===== src/hdl/ptts_pkg.sv =====
// Package for the periodic task tick scheduler: sizes, command codes and the
// control and status structs between the controller and the datapath.
// No dependencies.
`timescale 1ns / 1ps
`default_nettype none

package ptts_pkg;

  localparam int NUM_TASKS   = 8;
  localparam int COUNT_WIDTH = 16;

  localparam int CMD_W    = 3;
  localparam int SLOT_W   = 3;
  localparam int PERIOD_W = 16;

  // Width of an index over the slot bank.
  localparam int IDX_W = (NUM_TASKS > 1) ? $clog2(NUM_TASKS) : 1;
  // Width that holds both a slot field and a bank index.
  localparam int EXT_W = (IDX_W > SLOT_W) ? IDX_W : SLOT_W;
  // Width for comparing a count against a period.
  localparam int CMP_W = (COUNT_WIDTH > PERIOD_W) ? COUNT_WIDTH : PERIOD_W;

  typedef enum logic [CMD_W-1:0] {
    CMD_TICK       = 3'd0,
    CMD_REGISTER   = 3'd1,
    CMD_ACTIVATE   = 3'd2,
    CMD_DEACTIVATE = 3'd3,
    CMD_SET_PERIOD = 3'd4
  } cmd_e;

  // Commands from the controller to the datapath.
  typedef struct packed {
    logic in_ready;
    logic apply_cmd;
    logic clr_idx;
    logic step;
    logic finish;
  } ptts_ctl_t;

  // Status from the datapath to the controller.
  typedef struct packed {
    logic in_valid;
    logic is_tick;
    logic out_free;
    logic idx_last;
  } ptts_stat_t;

endpackage

`default_nettype wire


===== src/hdl/ptts_if.sv =====
// Channel interfaces of the periodic task tick scheduler: the command
// channel and the result channel. Depends on ptts_pkg.
`timescale 1ns / 1ps
`default_nettype none

interface ptts_cmd_if;
  import ptts_pkg::*;

  logic                valid;
  logic                ready;
  logic [CMD_W-1:0]    cmd;
  logic [SLOT_W-1:0]   slot;
  logic [PERIOD_W-1:0] period_value;

  modport source (output valid, output cmd, output slot, output period_value, input ready);
  modport sink   (input valid, input cmd, input slot, input period_value, output ready);
endinterface

interface ptts_res_if;
  import ptts_pkg::*;

  logic              valid;
  logic              ready;
  logic [SLOT_W-1:0] fired_slot;
  logic              fired;
  logic              last;

  modport source (output valid, output fired_slot, output fired, output last, input ready);
  modport sink   (input valid, input fired_slot, input fired, input last, output ready);
endinterface

`default_nettype wire


===== src/hdl/ptts_ctrl.sv =====
// Controller of the periodic task tick scheduler: a one-hot state machine
// that accepts transactions and sequences the slot sweep. Depends on ptts_pkg.
`timescale 1ns / 1ps
`default_nettype none

module ptts_ctrl (
  input  wire logic                clk_i,
  input  wire logic                rst_ni,
  input  wire ptts_pkg::ptts_stat_t stat_i,
  output ptts_pkg::ptts_ctl_t      ctl_o
);
  import ptts_pkg::*;

  typedef enum logic [2:0] {
    ST_IDLE  = 3'b001,
    ST_SWEEP = 3'b010,
    ST_DONE  = 3'b100
  } state_e;

  state_e state_q, state_d;

  always_comb begin
    state_d = state_q;
    ctl_o   = '0;
    unique case (state_q)
      ST_IDLE: begin
        ctl_o.in_ready = stat_i.out_free;
        if (stat_i.in_valid && stat_i.out_free) begin
          if (stat_i.is_tick) begin
            ctl_o.clr_idx = 1'b1;
            state_d       = ST_SWEEP;
          end else begin
            ctl_o.apply_cmd = 1'b1;
          end
        end
      end
      ST_SWEEP: begin
        // A slot is visited only when a held result could be moved out.
        ctl_o.step = stat_i.out_free;
        if (stat_i.out_free && stat_i.idx_last) begin
          state_d = ST_DONE;
        end
      end
      ST_DONE: begin
        ctl_o.finish = stat_i.out_free;
        if (stat_i.out_free) begin
          state_d = ST_IDLE;
        end
      end
      default: begin
        state_d = ST_IDLE;
      end
    endcase
  end

  always_ff @(posedge clk_i or negedge rst_ni) begin
    if (!rst_ni) begin
      state_q <= ST_IDLE;
    end else begin
      state_q <= state_d;
    end
  end

  a_ready_only_idle: assert property (@(posedge clk_i) disable iff (!rst_ni)
    ctl_o.in_ready |-> state_q == ST_IDLE)
    else $error("input ready outside the idle state");

  a_sweep_ends_in_done: assert property (@(posedge clk_i) disable iff (!rst_ni)
    (state_q == ST_SWEEP && ctl_o.step && stat_i.idx_last) |=> state_q == ST_DONE)
    else $error("sweep did not close after the last slot");

  a_state_onehot: assert property (@(posedge clk_i) disable iff (!rst_ni)
    $onehot(state_q))
    else $error("state register is not one-hot");

endmodule

`default_nettype wire


===== src/hdl/ptts_dp.sv =====
// Datapath of the periodic task tick scheduler: slot bank, sweep index,
// held fired result and output register. Depends on ptts_pkg and ptts_if.
`timescale 1ns / 1ps
`default_nettype none

module ptts_dp (
  input  wire logic                clk_i,
  input  wire logic                rst_ni,
  input  wire ptts_pkg::ptts_ctl_t ctl_i,
  output ptts_pkg::ptts_stat_t     stat_o,
  ptts_cmd_if.sink                 cmd_i,
  ptts_res_if.source               res_o
);
  import ptts_pkg::*;

  logic [PERIOD_W-1:0]    period_q [NUM_TASKS];
  logic [COUNT_WIDTH-1:0] count_q  [NUM_TASKS];
  logic [NUM_TASKS-1:0]   active_q;

  logic [IDX_W-1:0]  idx_q;
  logic [IDX_W-1:0]  pend_q;
  logic              has_pend_q;

  logic              out_valid_q;
  logic [SLOT_W-1:0] out_slot_q;
  logic              out_fired_q;
  logic              out_last_q;

  logic [EXT_W-1:0]       slot_ext;
  logic [IDX_W-1:0]       slot_idx;
  logic                   slot_ok;
  logic [EXT_W-1:0]       pend_ext;
  logic [COUNT_WIDTH-1:0] cnt_inc;
  logic                   fire_now;
  logic                   out_free;
  logic                   load;
  cmd_e                   cmd;

  assign cmd      = cmd_e'(cmd_i.cmd);
  assign slot_ext = EXT_W'(cmd_i.slot);
  assign slot_idx = slot_ext[IDX_W-1:0];
  assign slot_ok  = int'(cmd_i.slot) < NUM_TASKS;
  assign pend_ext = EXT_W'(pend_q);

  assign cnt_inc  = count_q[idx_q] + COUNT_WIDTH'(1);
  assign fire_now = active_q[idx_q] && (CMP_W'(cnt_inc) >= CMP_W'(period_q[idx_q]));

  assign out_free = !out_valid_q || res_o.ready;
  assign load     = ctl_i.apply_cmd || ctl_i.finish || (ctl_i.step && fire_now && has_pend_q);

  assign cmd_i.ready     = ctl_i.in_ready;
  assign stat_o.in_valid = cmd_i.valid;
  assign stat_o.is_tick  = (cmd == CMD_TICK);
  assign stat_o.out_free = out_free;
  assign stat_o.idx_last = (idx_q == IDX_W'(NUM_TASKS - 1));

  // Slot bank: command writes address the given slot, the sweep the index.
  always_ff @(posedge clk_i or negedge rst_ni) begin
    if (!rst_ni) begin
      active_q <= '0;
      for (int i = 0; i < NUM_TASKS; i++) begin
        period_q[i] <= '0;
        count_q[i]  <= '0;
      end
    end else if (ctl_i.apply_cmd && slot_ok) begin
      unique case (cmd)
        CMD_REGISTER: begin
          active_q[slot_idx] <= 1'b0;
          count_q[slot_idx]  <= '0;
          period_q[slot_idx] <= cmd_i.period_value;
        end
        CMD_ACTIVATE: begin
          active_q[slot_idx] <= 1'b1;
          count_q[slot_idx]  <= '0;
        end
        CMD_DEACTIVATE: begin
          active_q[slot_idx] <= 1'b0;
        end
        CMD_SET_PERIOD: begin
          count_q[slot_idx]  <= '0;
          period_q[slot_idx] <= cmd_i.period_value;
        end
        default: begin
        end
      endcase
    end else if (ctl_i.step && active_q[idx_q]) begin
      count_q[idx_q] <= fire_now ? '0 : cnt_inc;
    end
  end

  // A fired slot is held until the next one fires or the sweep ends, so that
  // the final result of a tick can carry the last flag.
  always_ff @(posedge clk_i or negedge rst_ni) begin
    if (!rst_ni) begin
      idx_q      <= '0;
      has_pend_q <= 1'b0;
    end else if (ctl_i.clr_idx) begin
      idx_q      <= '0;
      has_pend_q <= 1'b0;
    end else if (ctl_i.step) begin
      idx_q <= idx_q + IDX_W'(1);
      if (fire_now) begin
        has_pend_q <= 1'b1;
      end
    end else if (ctl_i.finish) begin
      has_pend_q <= 1'b0;
    end
  end

  always_ff @(posedge clk_i) begin
    if (ctl_i.step && fire_now) begin
      pend_q <= idx_q;
    end
  end

  always_ff @(posedge clk_i or negedge rst_ni) begin
    if (!rst_ni) begin
      out_valid_q <= 1'b0;
    end else if (load) begin
      out_valid_q <= 1'b1;
    end else if (res_o.ready) begin
      out_valid_q <= 1'b0;
    end
  end

  always_ff @(posedge clk_i) begin
    if (load) begin
      if (ctl_i.apply_cmd || (ctl_i.finish && !has_pend_q)) begin
        out_slot_q  <= '0;
        out_fired_q <= 1'b0;
        out_last_q  <= 1'b1;
      end else begin
        out_slot_q  <= pend_ext[SLOT_W-1:0];
        out_fired_q <= 1'b1;
        out_last_q  <= ctl_i.finish;
      end
    end
  end

  assign res_o.valid      = out_valid_q;
  assign res_o.fired_slot = out_slot_q;
  assign res_o.fired      = out_fired_q;
  assign res_o.last       = out_last_q;

  a_load_when_free: assert property (@(posedge clk_i) disable iff (!rst_ni)
    load |-> out_free)
    else $error("output register loaded while a result is still held");

  a_cmd_step_exclusive: assert property (@(posedge clk_i) disable iff (!rst_ni)
    !(ctl_i.apply_cmd && (ctl_i.step || ctl_i.finish || ctl_i.clr_idx)))
    else $error("command write overlaps the sweep");

  a_finish_clears_pend: assert property (@(posedge clk_i) disable iff (!rst_ni)
    ctl_i.finish |=> !has_pend_q && out_valid_q && out_last_q)
    else $error("sweep end did not emit a final result");

endmodule

`default_nettype wire


===== src/hdl/periodic_task_tick_scheduler.sv =====
// Periodic task tick scheduler: a bank of NUM_TASKS periodic timer slots.
// A slot command gives one result; the next command may follow at once when the output is free.
// A tick passes through acceptance, a sweep of one slot per cycle (paused by output stalls) through
// the shared increment-and-compare unit, and a closing state that emits the final result.
// Reset clears all periods, counts and active flags at once.
`timescale 1ns / 1ps
`default_nettype none

module periodic_task_tick_scheduler (
  input  wire logic  clk_i,
  input  wire logic  rst_ni,
  ptts_cmd_if.sink   cmd_i,
  ptts_res_if.source res_o
);
  import ptts_pkg::*;

  ptts_ctl_t  ctl;
  ptts_stat_t stat;

  ptts_ctrl u_ctrl (
    .clk_i  (clk_i),
    .rst_ni (rst_ni),
    .stat_i (stat),
    .ctl_o  (ctl)
  );

  ptts_dp u_dp (
    .clk_i  (clk_i),
    .rst_ni (rst_ni),
    .ctl_i  (ctl),
    .stat_o (stat),
    .cmd_i  (cmd_i),
    .res_o  (res_o)
  );

endmodule

`default_nettype wire

===== src/flat_wrapper.sv =====
// flat-port wrapper written by rule: the top's interface ports become plain ports
module periodic_task_tick_scheduler_flat import ptts_pkg::*;
  (clk_i, rst_ni, cmd_i_valid, cmd_i_cmd, cmd_i_slot, cmd_i_period_value, cmd_i_ready, res_o_valid, res_o_fired_slot, res_o_fired, res_o_last, res_o_ready);
  ptts_cmd_if cmd_i_i ();
  ptts_res_if res_o_i ();
  input  wire logic clk_i;
  input  wire logic rst_ni;
  input wire logic [$bits(cmd_i_i.valid)-1:0] cmd_i_valid;
  input wire logic [$bits(cmd_i_i.cmd)-1:0] cmd_i_cmd;
  input wire logic [$bits(cmd_i_i.slot)-1:0] cmd_i_slot;
  input wire logic [$bits(cmd_i_i.period_value)-1:0] cmd_i_period_value;
  output wire logic [$bits(cmd_i_i.ready)-1:0] cmd_i_ready;
  output wire logic [$bits(res_o_i.valid)-1:0] res_o_valid;
  output wire logic [$bits(res_o_i.fired_slot)-1:0] res_o_fired_slot;
  output wire logic [$bits(res_o_i.fired)-1:0] res_o_fired;
  output wire logic [$bits(res_o_i.last)-1:0] res_o_last;
  input wire logic [$bits(res_o_i.ready)-1:0] res_o_ready;
  assign cmd_i_i.valid = cmd_i_valid;
  assign cmd_i_i.cmd = cmd_i_cmd;
  assign cmd_i_i.slot = cmd_i_slot;
  assign cmd_i_i.period_value = cmd_i_period_value;
  assign cmd_i_ready = cmd_i_i.ready;
  assign res_o_valid = res_o_i.valid;
  assign res_o_fired_slot = res_o_i.fired_slot;
  assign res_o_fired = res_o_i.fired;
  assign res_o_last = res_o_i.last;
  assign res_o_i.ready = res_o_ready;
  periodic_task_tick_scheduler u_core (.clk_i(clk_i), .rst_ni(rst_ni), .cmd_i(cmd_i_i), .res_o(res_o_i));
endmodule

===== config.mk =====
export PLATFORM = sky130hd
export DESIGN_NAME = periodic_task_tick_scheduler_flat
export DESIGN_NICKNAME = d
export VERILOG_FILES = /design/src/hdl/ptts_pkg.sv /design/src/hdl/ptts_if.sv /design/src/hdl/ptts_ctrl.sv /design/src/hdl/ptts_dp.sv /design/src/hdl/periodic_task_tick_scheduler.sv /design/src/flat_wrapper.sv
export SDC_FILE = /design/constraint.sdc
export NUM_CORES = 1
export LEC_CHECK = 0
export ABC_AREA = 1
export BUFFER_PORTS_ARGS = -buffer_cell sky130_fd_sc_hd__buf_2
export CAP_MARGIN = 10
export CELL_PAD_IN_SITES_DETAIL_PLACEMENT = 1
export CELL_PAD_IN_SITES_GLOBAL_PLACEMENT = 2
export CORE_UTILIZATION = 35
export DETAILED_ROUTE_END_ITERATION = 8
export HOLD_SLACK_MARGIN = 0.08
export PLACE_DENSITY = 0.79
export RECOVER_POWER = 25
export SYNTH_ARGS = -nofsm -noshare
export SYNTH_HDL_FRONTEND = slang
export SYNTH_HIERARCHICAL = 1
export SYNTH_SLANG_ARGS = --single-unit

===== constraint.sdc =====
create_clock -name clk_i -period 5.6 [get_ports clk_i]
set_input_delay 1.12 -clock clk_i [delete_from_list [all_inputs] [get_ports clk_i]]
set_output_delay 1.12 -clock clk_i [all_outputs]
set_load 0.02 [all_outputs]

---- After elaboration in Yosys (flattened, before gate mapping) ----
Cells that the tools add are included.
Widths: inputs -> output; s select.
operators by class
  muxes and demuxes ....................... 41
  add/sub/neg operators ................... 2
  $lt $le $gt $ge ......................... 8
  equality and inequality tests ........... 14
  reductions and logical operators ........ 30
  bitwise operators ....................... 7
operators with widths
  cell                   count
  $mux 128               3
  $bwmux 128             2
  $and 128x128->128      1
  $not 128->128          1
  $mux 16                7
  $bmux 16 s3            2
  $demux 16 s3           2
  $mux 3                 7
  $add 16x1->16 const B  1
  $ge 16x16->1           1
  $pmux 8 s2             1
  $mux 1                 13
  $logic_and 1x1->1      10
  $eq 3x2->1 const B     3
  $eq 3x3->1 const B     3
  $pmux 3 s3             1
  $and 8x8->8            1
  $ge 4x4->1 const B     2
  $lt 3x4->1 const B     2
  $lt 4x1->1 const B     2
  $ne 2x2->1 const B     4
  $not 3->4              2
  $not 8->8              1
  $or 8x8->8             1
  other kinds (17)       29
word-level totals
  logic and storage cells ................. 127
  flip-flop bits (word level) ............. 280
  bits of input ports ..................... 26
  output and inout bits ................... 7

---- Longest topological paths before layout ----
Gate-level depths: netlist of the first run.
  word-level depth ........................ 11
  gate-level depth with buffers ........... 31
  gate-level depth less buffers ........... 27

---- Modules after synthesis ----
Netlist of the first run, hierarchy kept.
by module, submodules not included
  module     cells an instance  instances  area an instance (sq um)
  ptts_dp    2,156              1          15,950.3
  ptts_ctrl  35                 1          230.2

---- Least setup slack after synthesis of the first run ----
OpenSTA, ideal clock, no wires.
  path type ............................... register to register
  start ................................... register u_core.u_dp.idx_q[0]
  end ..................................... register u_core.u_dp.out_fired_q (netlist: u_core/u_dp/res_o.fired), enable pin
  path slack .............................. 1.877 ns
  stages on the path, launching flop included .. 25
  setup time .............................. 0.319 ns
  arrival time ............................ 3.404 ns
  required time ........................... 5.281 ns
  clock period less this slack ............ 3.723 ns
  path through ............................ dfrtp_1 buf_6 buf_6 buf_6 nand2_1 nand3_1 nand2_1 inv_1 nand2_2 ha_1 nand3_1 nor2_2 nand4_1 and2_1 ha_1 nand3_1 nor3_1 nand3_1 nand3_1 nand2_1 inv_2 nand2_1 inv_1 nand2_1 nand3_1
on the way
  cells in the longest elaborated chain, start to end .. 10
  elaborated cells between the ends (all ways) .. 15
  classes of those cells .................. add/sub (1); order compare (1); mux (8); bitwise (1); reduce/logical (4)
RTL lines
  what                                         RTL line                      RTL
  start, declared                              ptts_dp.sv:20                 logic [IDX_W-1:0] idx_q;
  start signal, assigned                       ptts_dp.sv:101                idx_q <= idx_q + IDX_W'(1);
  $not 3->4 (not written as such)              ptts_dp.sv:45, ptts_dp.sv:46
  $bmux 16 s3                                  ptts_dp.sv:45                 assign cnt_inc = count_q[idx_q] + COUNT_WIDTH'(1);
  $mux 16 (not written as such) (2 in series)  ptts_dp.sv:45
  $add 16x1->16                                ptts_dp.sv:45
  $ge 16x16->1                                 ptts_dp.sv:46                 assign fire_now = active_q[idx_q] && (CMP_W'(cnt_inc) >= CMP_W'(period_q[idx_q]));
  $logic_and 1x1->1 (*)                        ptts_dp.sv:46
  $logic_and 1x1->1 (*) (2 in series)          ptts_dp.sv:49                 assign load = ctl_i.apply_cmd || ctl_i.finish || (ctl_i.step && fire_now && has_pend_q);
  $logic_or 1x1->1 (*)                         ptts_dp.sv:49
  net u_core.u_dp.load                         ptts_dp.sv:36                 logic load;
  end signal, assigned                         ptts_dp.sv:130                out_fired_q <= 1'b0;
  end signal, assigned                         ptts_dp.sv:134                out_fired_q <= 1'b1;
  end, declared                                ptts_dp.sv:26                 logic out_fired_q;
The timed path passes the listed nets; every way through them passes the cells marked *. The select of a mux whose other input is x is not followed.
A chain may end at the register's enable or synchronous reset.

---- Worst setup path in the final report of the first run ----
  start ................................... register u_core.u_dp.idx_q[2]
  end ..................................... register u_core.u_dp.out_slot_q[0] (netlist: u_core/u_dp/res_o.fired_slot[0]), enable pin
on the way
  cells in the longest elaborated chain, start to end .. 10
  elaborated cells between the ends (all ways) .. 15
  classes of those cells .................. add/sub (1); order compare (1); mux (8); bitwise (1); reduce/logical (4)
RTL lines
  what                                         RTL line                      RTL
  $not 3->4 (not written as such)              ptts_dp.sv:45, ptts_dp.sv:46
  $bmux 16 s3                                  ptts_dp.sv:45
  $mux 16 (not written as such) (2 in series)  ptts_dp.sv:45
  $add 16x1->16                                ptts_dp.sv:45
  $ge 16x16->1                                 ptts_dp.sv:46
  $logic_and 1x1->1 (*)                        ptts_dp.sv:46
  $logic_and 1x1->1 (*) (2 in series)          ptts_dp.sv:49
  $logic_or 1x1->1 (*)                         ptts_dp.sv:49
  net u_core.u_dp.load                         ptts_dp.sv:36
  end signal, assigned                         ptts_dp.sv:133                out_slot_q <= pend_ext[SLOT_W-1:0];
  end, declared                                ptts_dp.sv:25                 logic [SLOT_W-1:0] out_slot_q;
Marked as above.

==> results of run 1 <==
-- placed cells by master (no fill, tap or decap), drive strengths merged --
master and n:
a21oi 178, a221oi 15, a22oi 22, a31oi 2, and2 4, buf 92
bufinv 1, clkbuf 52, clkinv 14, dfrtp 271, dfstp 1, edfxtp 8
ha 19, inv 240, mux2 59, nand2 654, nand3 199, nand4 31
nor2 176, nor3 31, nor4 2, o2111ai 9, o21a 1, o21ai 99
o21bai 2, o22ai 29, o31ai 1, or2 1, or4 4, xnor2 1
-- worst max path at each step --
stage / startpoint / endpoint / slack [ps] / depth (start not counted)
4_1_cts: u_core/u_dp/idx_q[2]$_DFFE_PN0P_ / u_core/u_dp/res_o.fired_slot[0]$_SDFFCE_PN0P_ / 780 / 26
3_3_place_gp: u_core/u_dp/idx_q[1]$_DFFE_PN0P_ / u_core/u_dp/res_o.fired_slot[0]$_SDFFCE_PN0P_ / 950 / 25
6_report: u_core/u_dp/idx_q[2]$_DFFE_PN0P_ / u_core/u_dp/res_o.fired_slot[0]$_SDFFCE_PN0P_ / 780 / 26
5_1_grt: u_core/u_dp/idx_q[2]$_DFFE_PN0P_ / u_core/u_dp/res_o.fired_slot[0]$_SDFFCE_PN0P_ / 240 / 26
2_1_floorplan: u_core/u_dp/idx_q[0]$_DFFE_PN0P_ / u_core/u_dp/res_o.fired$_DFFE_PP_ / 1880 / 24
3_5_place_dp: u_core/u_dp/idx_q[2]$_DFFE_PN0P_ / u_core/u_dp/res_o.fired_slot[0]$_SDFFCE_PN0P_ / 800 / 26
-- flip-flops by register name, indices dropped and copies added, names as in the netlist, named ones only --
signal	count
u_core/u_dp/res_o.last	1
u_core/u_dp/res_o.fired	1
u_core/u_dp/pend_ext	3
u_core/u_dp/idx_q	3
u_core/u_dp/has_pend_q	1
u_core/u_ctrl/state_q	3
u_core/u_dp/count_q	128
u_core/u_dp/res_o.fired_slot	3
u_core/u_dp/period_q	128
u_core/u_dp/res_o.valid	1
-- power by group --
group	switching (W)	internal (W)
combinational	0.00415	0.00165
clock	0.000915	0.00132
sequential	0.000442	0.00273
total	0.00551	0.00569
-- area by class of cell --
class                           instances  share of cell area, %
Multi-Input combinational cell       1539                  41.95
Sequential cell                       280                  39.05
Clock buffer                           51                  5.683
Inverter                              246                  5.143
Tap cell                              600                  4.159
Timing Repair Buffer                   93                  3.507
Clock inverter                          9                 0.5129
-- logic make-up after synthesis --
group	count (synthesis)	synth area share, %
buf+inv	372	9.937
mux	59	4.106
simple gates	1102	28.60
flops	280	43.56
compound gates	358	12.27
xor+xnor	1	0.05414
fa+ha+maj	19	1.469
-- layer usage --
metal | share of wire, % | global-route usage [%]
met4 | 3.0 | 8.685
met2 | 44 | 40.83
met5 | 0.021 | 0
met1 | 48 | 38.80
met3 | 5.5 | 4.179
-- per-stage QoR --
| stage | util (%) | cell area (um^2) | power [W] | std cells | setup slack [ps] |
|---|---|---|---|---|---|
| global placement | 37.22 | 16930 | 0.008761 | 2756 | 947.4 |
| global route | 39.69 | 18050 | 0.01195 | 2818 | 237.0 |
| finish | 39.69 | 18050 | 0.01120 | 2818 | 775.3 |
| CTS | 39.73 | 18070 | 0.01121 | 2818 | 779.2 |
| floorplan | - | 16180 | 0.006576 | 2191 | 1877 |
| detailed placement | 37.27 | 16950 | 0.008920 | 2758 | 796.6 |
-- worst max-delay path, stage by stage (launching register included) --
cell     delay, ps
dfrtp_1        450
buf_4          280
inv_2          190
nor2_2         230
nand3_1        110
nand2_1         70
inv_1           50
nand2_2        120
ha_1           210
nand3_1        180
nor2_2         310
nand3_1        110
nand2_1         90
nand2_2        230
ha_1           380
nand2_1         40
inv_1           60
nand3_1         90
nor3_1         220
nand3_1        100
nand3_1        110
nand2_2         80
inv_2          250
nand2_1         80
inv_1          150
nand2_1        100
nand3_1        200
==> run metrics, run 1 <==
Max FO, Critical Path 14; dpl hpwl 41450 um; CP required 5840 ps; Post-CTS Setup Inserts 0; synth cell count leaders nand2_1, dfrtp_1, inv_1; crit end category flop; Arrival @ worst endpoint 5070 ps; Placement Rows 78; ys flop type dfrtp_1; die area 47090 um^2; flop-to-flop setup slack 780 ps; Skew-Pair Late Insertion Delay 560 ps; r2r startpoint u_core/u_dp/idx_q[2]$_DFFE_PN0P_; most used standard cell by instance count after synthesis nand2_1; DR DRC count 0; # Max-Cap Violations 1; failing checks max-capacitance violations, max-slew violations; area of the multi-input gates 7572 um^2; CTS tree built; antenna violations before repair 1; cts-stage hold buffer count 0; Mapped Nets between 2000 and 2500; Vias per Instance 5.455; final net count 2240; Port Buffers 32; hold_ws between 400 and 500 ps; Register-to-Register Path Depth 26; Core Box Area 45480 um^2; final RePlAce weighted congestion 0.9404; Final Critical Period 4825 ps; Synth Instances 2191; Area Overhead vs Synth 11.57%; DRT antenna net count 0; number of global-route vias before repair 15840; EDFF count, synth 8; total routed wirelength 62070 um; final slew viol count 134; ranking of synthesized cells by area dfrtp_1, nand2_1, nand3_1; GRT Util Overall 26.84%; VDD IR max 0.0003467 V; crit share post-route a little under nine tenths; critical path class flop to flop; first-pass GRT wire length 96460 um; RSZ-0062 raised after global routing false; die width 217.0 um; setup tns final 0 ps; Syn. warnings 6; Tightest Hold Check Type flop to flop; CTS buffer count 35; Seq/Total Area, Yosys a little over two fifths; Pleak 9.356 nW; root buffer cell clkbuf_16; Post-Synthesis Cell Area 16180 um^2; Wirelength per Cell 22.03 um; pin count of the biggest net entering global routing between 100 and 150; Worst-Margin Slew ~3500 ps; DRT Pass-1 Iters 5; Max Freq 207.3 MHz; Inserted Diodes 0; clk buf depth 3; area share of the largest cell type after synthesis a little over two fifths; status complete, but fails checks; Yosys top cell by area dfrtp_1; Layout Skew 29.12 ps; Hold Crit Depth 2; Power Density 620.5 nW/um^2; Register Area 7049 um^2; CTS clk-pin slew, worst paths 60 ps; Die Height around 220 um; Async SR Flop Fraction 97.14%; ratio of cells with drive above 1 in the final layout 11.63%; Initial DRC Count 1260; synthesis-stage register bit count 280; Hold Violations, Final 0; fillers approximately 5700; IO Count 33; CTS H-tree lvls 2; post-synth cell types 42; Mapped Avg Cell Area about 7.4 um^2; r2r endpoint u_core/u_dp/res_o.fired_slot[0]$_SDFFCE_PN0P_; GRT overflow 0; Worst setup SP type flop; via count 15370; CTS resizes 0; Final setup viols 0; Slew headroom -130.9%; initial core utilization 35.58%; CTS sink cnt 280
No activity file was read; power rests on OpenSTA's default activity.
==> inputs of run 2 (changes only) <==
--- a/config.mk
+++ b/config.mk
@@ -11,6 +11,7 @@
 export CELL_PAD_IN_SITES_DETAIL_PLACEMENT = 1
 export CELL_PAD_IN_SITES_GLOBAL_PLACEMENT = 2
 export CORE_UTILIZATION = 35
+export CTS_BUF_LIST = sky130_fd_sc_hd__clkbuf_8
 export DETAILED_ROUTE_END_ITERATION = 8
 export HOLD_SLACK_MARGIN = 0.08
 export PLACE_DENSITY = 0.79
==> run metrics, run 2 (synthesis gave the netlist of run 1 again) <==
pin count of the biggest net entering global routing 134 (unchanged); biggest regs u_core/u_dp/count_q: 128 flops, u_core/u_dp/period_q: 128 flops; Max Freq 205.9 MHz (-0.67%); die area 47090 um^2 (unchanged); final slew viol count 134 (unchanged); CTS tree built; crit end category flop; Final Critical Period 4857 ps (+32.58 ps); ratio of cells with drive above 1 in the final layout 12.49% (+0.86 points); Post-CTS Setup Inserts 0 (unchanged); CTS sink cnt 280 (unchanged); final RePlAce weighted congestion 0.9404 (unchanged); Layout Skew 43.39 ps (+14.27 ps); Worst-Margin Slew 3441 ps (-22.64 ps); first-pass GRT wire length 96710 um (+0.26%); Port Buffers 32 (unchanged); Worst setup SP type flop; failing checks max-capacitance violations, max-slew violations; Cell Count, Final, Fillers Out 2850 (+1.1%); Placement Rows 78 (unchanged); VDD IR max 0.0003476 V (+0.26%); critical path class flop to flop; CTS H-tree lvls 2 (unchanged); cts-stage hold buffer count 0 (unchanged); clk buf depth 3 (unchanged); Die Height 217.0 um (unchanged); RSZ-0062 raised after global routing false; crit share post-route 86.74% (+0.58 points); number of global-route vias before repair 15990 (+0.97%); Max FO, Critical Path 14 (unchanged); Area Overhead vs Synth 11.06%; Wirelength per Cell 21.92 um (-0.50%); CP required 5950 ps (+110 ps); GRT overflow 0 (unchanged); Post-DP Area 16950 um^2 (unchanged); final core utilization 39.51% (-0.18 points); Final setup viols 0 (unchanged); Hold Violations, Final 0 (unchanged); CTS resizes 0 (unchanged); DR DRC count 0 (unchanged); Placed Instances 2758 (unchanged); GRT Util Overall 26.96% (+0.12 points); root buffer cell clkbuf_8; IO Count 33 (unchanged); final net count 2257 (+0.76%); Power Density 610.7 nW/um^2 (-1.6%); dpl hpwl 41450 um (unchanged); Core Box Area 45480 um^2 (unchanged); Skew-Pair Late Insertion Delay 670 ps (+110 ps); CTS clk-pin slew, worst paths 60 ps (about the same); Slew headroom -129.4% (+1.5 points); die width 217.0 um (unchanged); antenna violations before repair 1 (unchanged); setup tns final 0 ps (unchanged); via count 15400 (+0.18%); total routed wirelength 62460 um (+0.63%); DRT antenna net count 0 (unchanged); Arrival @ worst endpoint 5210 ps (+140 ps); Vias per Instance 5.404 (-0.94%); initial core utilization 35.58% (unchanged); Inserted Diodes 0 (unchanged); Tightest Hold Check Type primary input to asynchronous set/reset pin; commonest cells after routing, fill and taps aside nand2_1, dfrtp_1, inv_1; CTS buffer count 52 (+49%); status complete, but fails checks; final instance area 17970 um^2 (-0.46%); # Max-Cap Violations 1 (unchanged); Initial DRC Count 1225 (-2.8%); Pleak 9.404 nW (+0.52%); most common cell after layout, fill and taps aside nand2_1; DRT Pass-1 Iters 5 (unchanged); fillers 5749 (+0.74%)
run 2: critical path: stages, from the launching register on:
cell and delay, ps:
dfrtp_1 460, buf_4 290, inv_2 190, nor2_2 230, nand3_1 110, nand2_1 70, inv_1 50, nand2_2 120
ha_1 200, nand3_1 180, nor2_2 300, nand3_1 110, nand2_1 90, nand2_2 230, ha_1 380, nand2_1 40
inv_1 60, nand3_1 90, nor3_1 220, nand3_1 100, nand3_1 110, nand2_2 80, inv_2 250, nand2_1 90
inv_1 150, nand2_1 100, nand3_1 200
run 2: layout make-up:
cell class              count  area (um^2)  share of cell area [%]
clock buffers              66        908.4                   5.055
flip-flops and latches    280         7049                   39.23
clock inverters            26        127.6                  0.7102
well taps                 600        750.7                   4.178
repair buffers             93        633.1                   3.523
multi-input cells        1539         7572                   42.14
inverters                 246        928.4                   5.166
run 2: per-layer routing:
| layer | global-route usage (%) | part of all wire (%) | up-vias |
|---|---|---|---|
| met4 | 9.366 | 3.0 | 2 |
| met5 | 0 | 0.021 | - |
| li1 | - | - | 7176 |
| met1 | 38.63 | 48 | 7722 |
| met3 | 4.165 | 5.0 | 113 |
| met2 | 41.17 | 44 | 387 |
run 2: worst paths after layout:
check / endpoint / slack (ps) / startpoint / depth (start not counted)
min in group clk_i: flop / 490 / flop / 2
max in group asynchronous: u_core/u_dp/count_q[36]$_DFFE_PN0P_ / 1280 / rst_ni / 2
min: u_core/u_dp/period_q[106]$_DFFE_PN0P_ / 440 / rst_ni / 1
min reg2reg: flop / 490 / flop / 2
max reg2reg: u_core/u_dp/res_o.fired_slot[0]$_SDFFCE_PN0P_ / 740 / u_core/u_dp/idx_q[2]$_DFFE_PN0P_ / 26
max: u_core/u_dp/res_o.fired_slot[0]$_SDFFCE_PN0P_ / 740 / u_core/u_dp/idx_q[2]$_DFFE_PN0P_ / 26
run 2: per-stage QoR:
stage               hold slack [ps]  total power [W]  setup WS [ps]
CTS                           473.0          0.01097          776.5
floorplan                     453.0         0.006576           1877
finish                        441.9          0.01097          742.8
global route                  497.3          0.01172          233.5
detailed placement            478.5         0.008920          796.6
global placement              467.1         0.008761          947.4
run 2: where the power goes:
group | leakage (nW) | switching (W) | internal [W]
sequential | 3.38 | 0.000444 | 0.00273
clock | 0.604 | 0.000935 | 0.00106
combinational | 5.42 | 0.00416 | 0.00165
==> inputs of run 3 (changes only) <==
--- a/config.mk
+++ b/config.mk
@@ -10,11 +10,13 @@
 export CAP_MARGIN = 10
 export CELL_PAD_IN_SITES_DETAIL_PLACEMENT = 1
 export CELL_PAD_IN_SITES_GLOBAL_PLACEMENT = 2
-export CORE_UTILIZATION = 35
+export CORE_MARGIN = 1
+export CORE_UTILIZATION = 42
 export CTS_BUF_LIST = sky130_fd_sc_hd__clkbuf_8
 export DETAILED_ROUTE_END_ITERATION = 8
+export GPL_ROUTABILITY_DRIVEN = 0
 export HOLD_SLACK_MARGIN = 0.08
-export PLACE_DENSITY = 0.79
+export PLACE_DENSITY = 0.92
 export RECOVER_POWER = 25
 export SYNTH_ARGS = -nofsm -noshare
 export SYNTH_HDL_FRONTEND = slang
==> run metrics, run 3 (synthesis gave the netlist of run 1 again) <==
crit share post-route 94.18% (+7.4 points); Max Freq 189.6 MHz (-7.9%); Power Density 612.7 nW/um^2 (+0.32%); Skew-Pair Late Insertion Delay 660 ps (about the same); cts-stage hold buffer count 0 (unchanged); Worst setup SP type flop; RSZ-0062 raised after global routing false; Worst-Margin Slew 3684 ps (+242.4 ps); Port Buffers 32 (unchanged); Switch Pwr 0.005567 W (+0.47%); CTS buffer count 51 (-1.9%); Placed Instances 2656 (-3.7%); Vias per Instance 5.750 (+6.4%); CTS clk-pin slew, worst paths 60 ps (about the same); Final setup viols 0 (unchanged); most common cell after layout, fill and taps aside nand2_1; Sequential Power Share 29.2% (+0.3 points); ratio of cells with drive above 1 in the final layout 11.72% (-0.77 points); clk buf depth 3 (unchanged); CTS H-tree lvls 2 (unchanged); GRT Util Overall 31.73% (+4.8 points); Pleak 9.346 nW (-0.61%); die area 39310 um^2 (-17%); first-pass GRT wire length 94800 um (-2.0%); hold_ws 499.2 ps (+57.34 ps); total routed wirelength 60670 um (-2.9%); commonest cells after routing, fill and taps aside nand2_1, dfrtp_1, inv_1; Cell Count, Final, Fillers Out 2748 (-3.6%); critical path class flop to flop; Layout Skew 27.68 ps (-15.72 ps); VDD IR max 0.0004059 V (+17%); CP required 5930 ps (-20 ps); DRT Pass-1 Iters 5 (unchanged); dpl hpwl 39510 um (-4.7%); Switching Share 51.13% (+0.64 points); Die Height 198.3 um (-8.6%); GRT overflow 0 (unchanged); initial core utilization 42.86% (+7.3 points); failing checks max-capacitance violations, max-slew violations; final net count 2243 (-0.62%); setup tns final 0 ps (unchanged); final slew viol count 197 (+47%); Post-CTS Setup Inserts 0 (unchanged); Tot Pwr 0.01089 W (-0.79%); Initial DRC Count 1430 (+17%); CTS sink cnt 280 (unchanged); Placement Rows 71 (-9.0%); Wirelength per Cell 22.08 um (+0.73%); Clk pwr share 18.3% (about the same); antenna violations before repair 2 (+1); DR DRC count 0 (unchanged); Area Overhead vs Synth 9.828%; Tightest Hold Check Type flop to flop; Hold Violations, Final 0 (unchanged); Core Box Area 37760 um^2 (-17%); Slew headroom -145.6% (-16 points); root buffer cell clkbuf_8; IO Count 33 (unchanged); Arrival @ worst endpoint 5600 ps (+390 ps); biggest regs u_core/u_dp/count_q: 128 flops, u_core/u_dp/period_q: 128 flops; number of global-route vias before repair 16100 (+0.64%); Max FO, Critical Path 21 (+7); Final Critical Period 5274 ps (+416.9 ps); # Max-Cap Violations 2 (+1); pin count of the biggest net entering global routing 158 (+18%); via count 15800 (+2.6%); status complete, but fails checks; die width 198.3 um (-8.6%); CTS tree built; Logic pwr share 52.5% (-0.4 points); P_int 0.005321 W (-2.1%); crit end category flop; DRT antenna net count 0 (unchanged); CTS resizes 0 (unchanged)
[run 3: critical path, stage by stage, from the launching register on]
cell and delay, ps:
dfrtp_1 580, buf_4 330, nor2_2 330, nand3_1 220, nand2_1 110, inv_1 60
nand2_2 110, ha_1 210, nand3_1 180, nor2_2 280, nand3_1 120, nand2_1 100
nand2_2 240, ha_1 390, nand2_1 50, inv_1 80, nand3_1 100, nor3_1 230
nand3_1 120, nand3_1 110, nand2_2 70, inv_2 190, nand2_1 90, inv_1 280
nand2_1 130, nand3_1 220
[run 3: metrics by stage]
step / setup slack (ps) / util [%] / instance area (um^2)
2_1_floorplan: 1877 / - / 16180
3_3_place_gp: 601.3 / 44.38 / 16760
3_5_place_dp: 374.0 / 44.38 / 16760
4_1_cts: 362.2 / 47.13 / 17790
5_1_grt: 47.32 / 47.06 / 17770
6_report: 325.9 / 47.07 / 17770
[run 3: final cells by class]
cell class	instances	area (um^2)
fill	4764	19980
sequential	280	7051
antenna	1	2.502
multi-input combinational	1539	7570
inverter	246	928.4
clock buffer	67	922.1
clock inverter	24	112.6
timing repair buffer	80	545.5
tap	511	639.4
[run 3: routing by layer]
layer | vias up | wire, um | share of wire, % | track usage [%]
met3 | 123 | 4681 | 7.7 | 6.609
met1 | 7965 | 27120 | 45 | 44.05
met2 | 567 | 26910 | 44 | 48.88
met5 | - | 13 | 0.021 | 0
met4 | 2 | 1943 | 3.2 | 10.97
li1 | 7145 | - | - | -
[run 3: power groups by stage]
stage	combinational [W]	clock, W	sequential (W)
after floorplan	0.00353	0	0.00304
after global placement	0.00538	0	0.00315
after detailed placement	0.00556	0	0.00320
after CTS	0.00559	0.00202	0.00317
after global routing	0.00617	0.00210	0.00325
final	0.00572	0.00199	0.00318
[run 3: worst paths after layout]
check	start	endpoint	slack [ps]	cells past startpoint
setup / recovery	u_core/u_dp/idx_q[1]$_DFFE_PN0P_	u_core/u_dp/res_o.fired_slot[0]$_SDFFCE_PN0P_	330	25
hold / removal	flop	flop	500	2
setup reg to reg	u_core/u_dp/idx_q[1]$_DFFE_PN0P_	u_core/u_dp/res_o.fired_slot[0]$_SDFFCE_PN0P_	330	25
hold reg to reg	flop	flop	500	2
max in group asynchronous	rst_ni	u_core/u_dp/count_q[37]$_DFFE_PN0P_	840	2
min in group asynchronous	rst_ni	u_core/u_dp/period_q[17]$_DFFE_PN0P_	1710	1
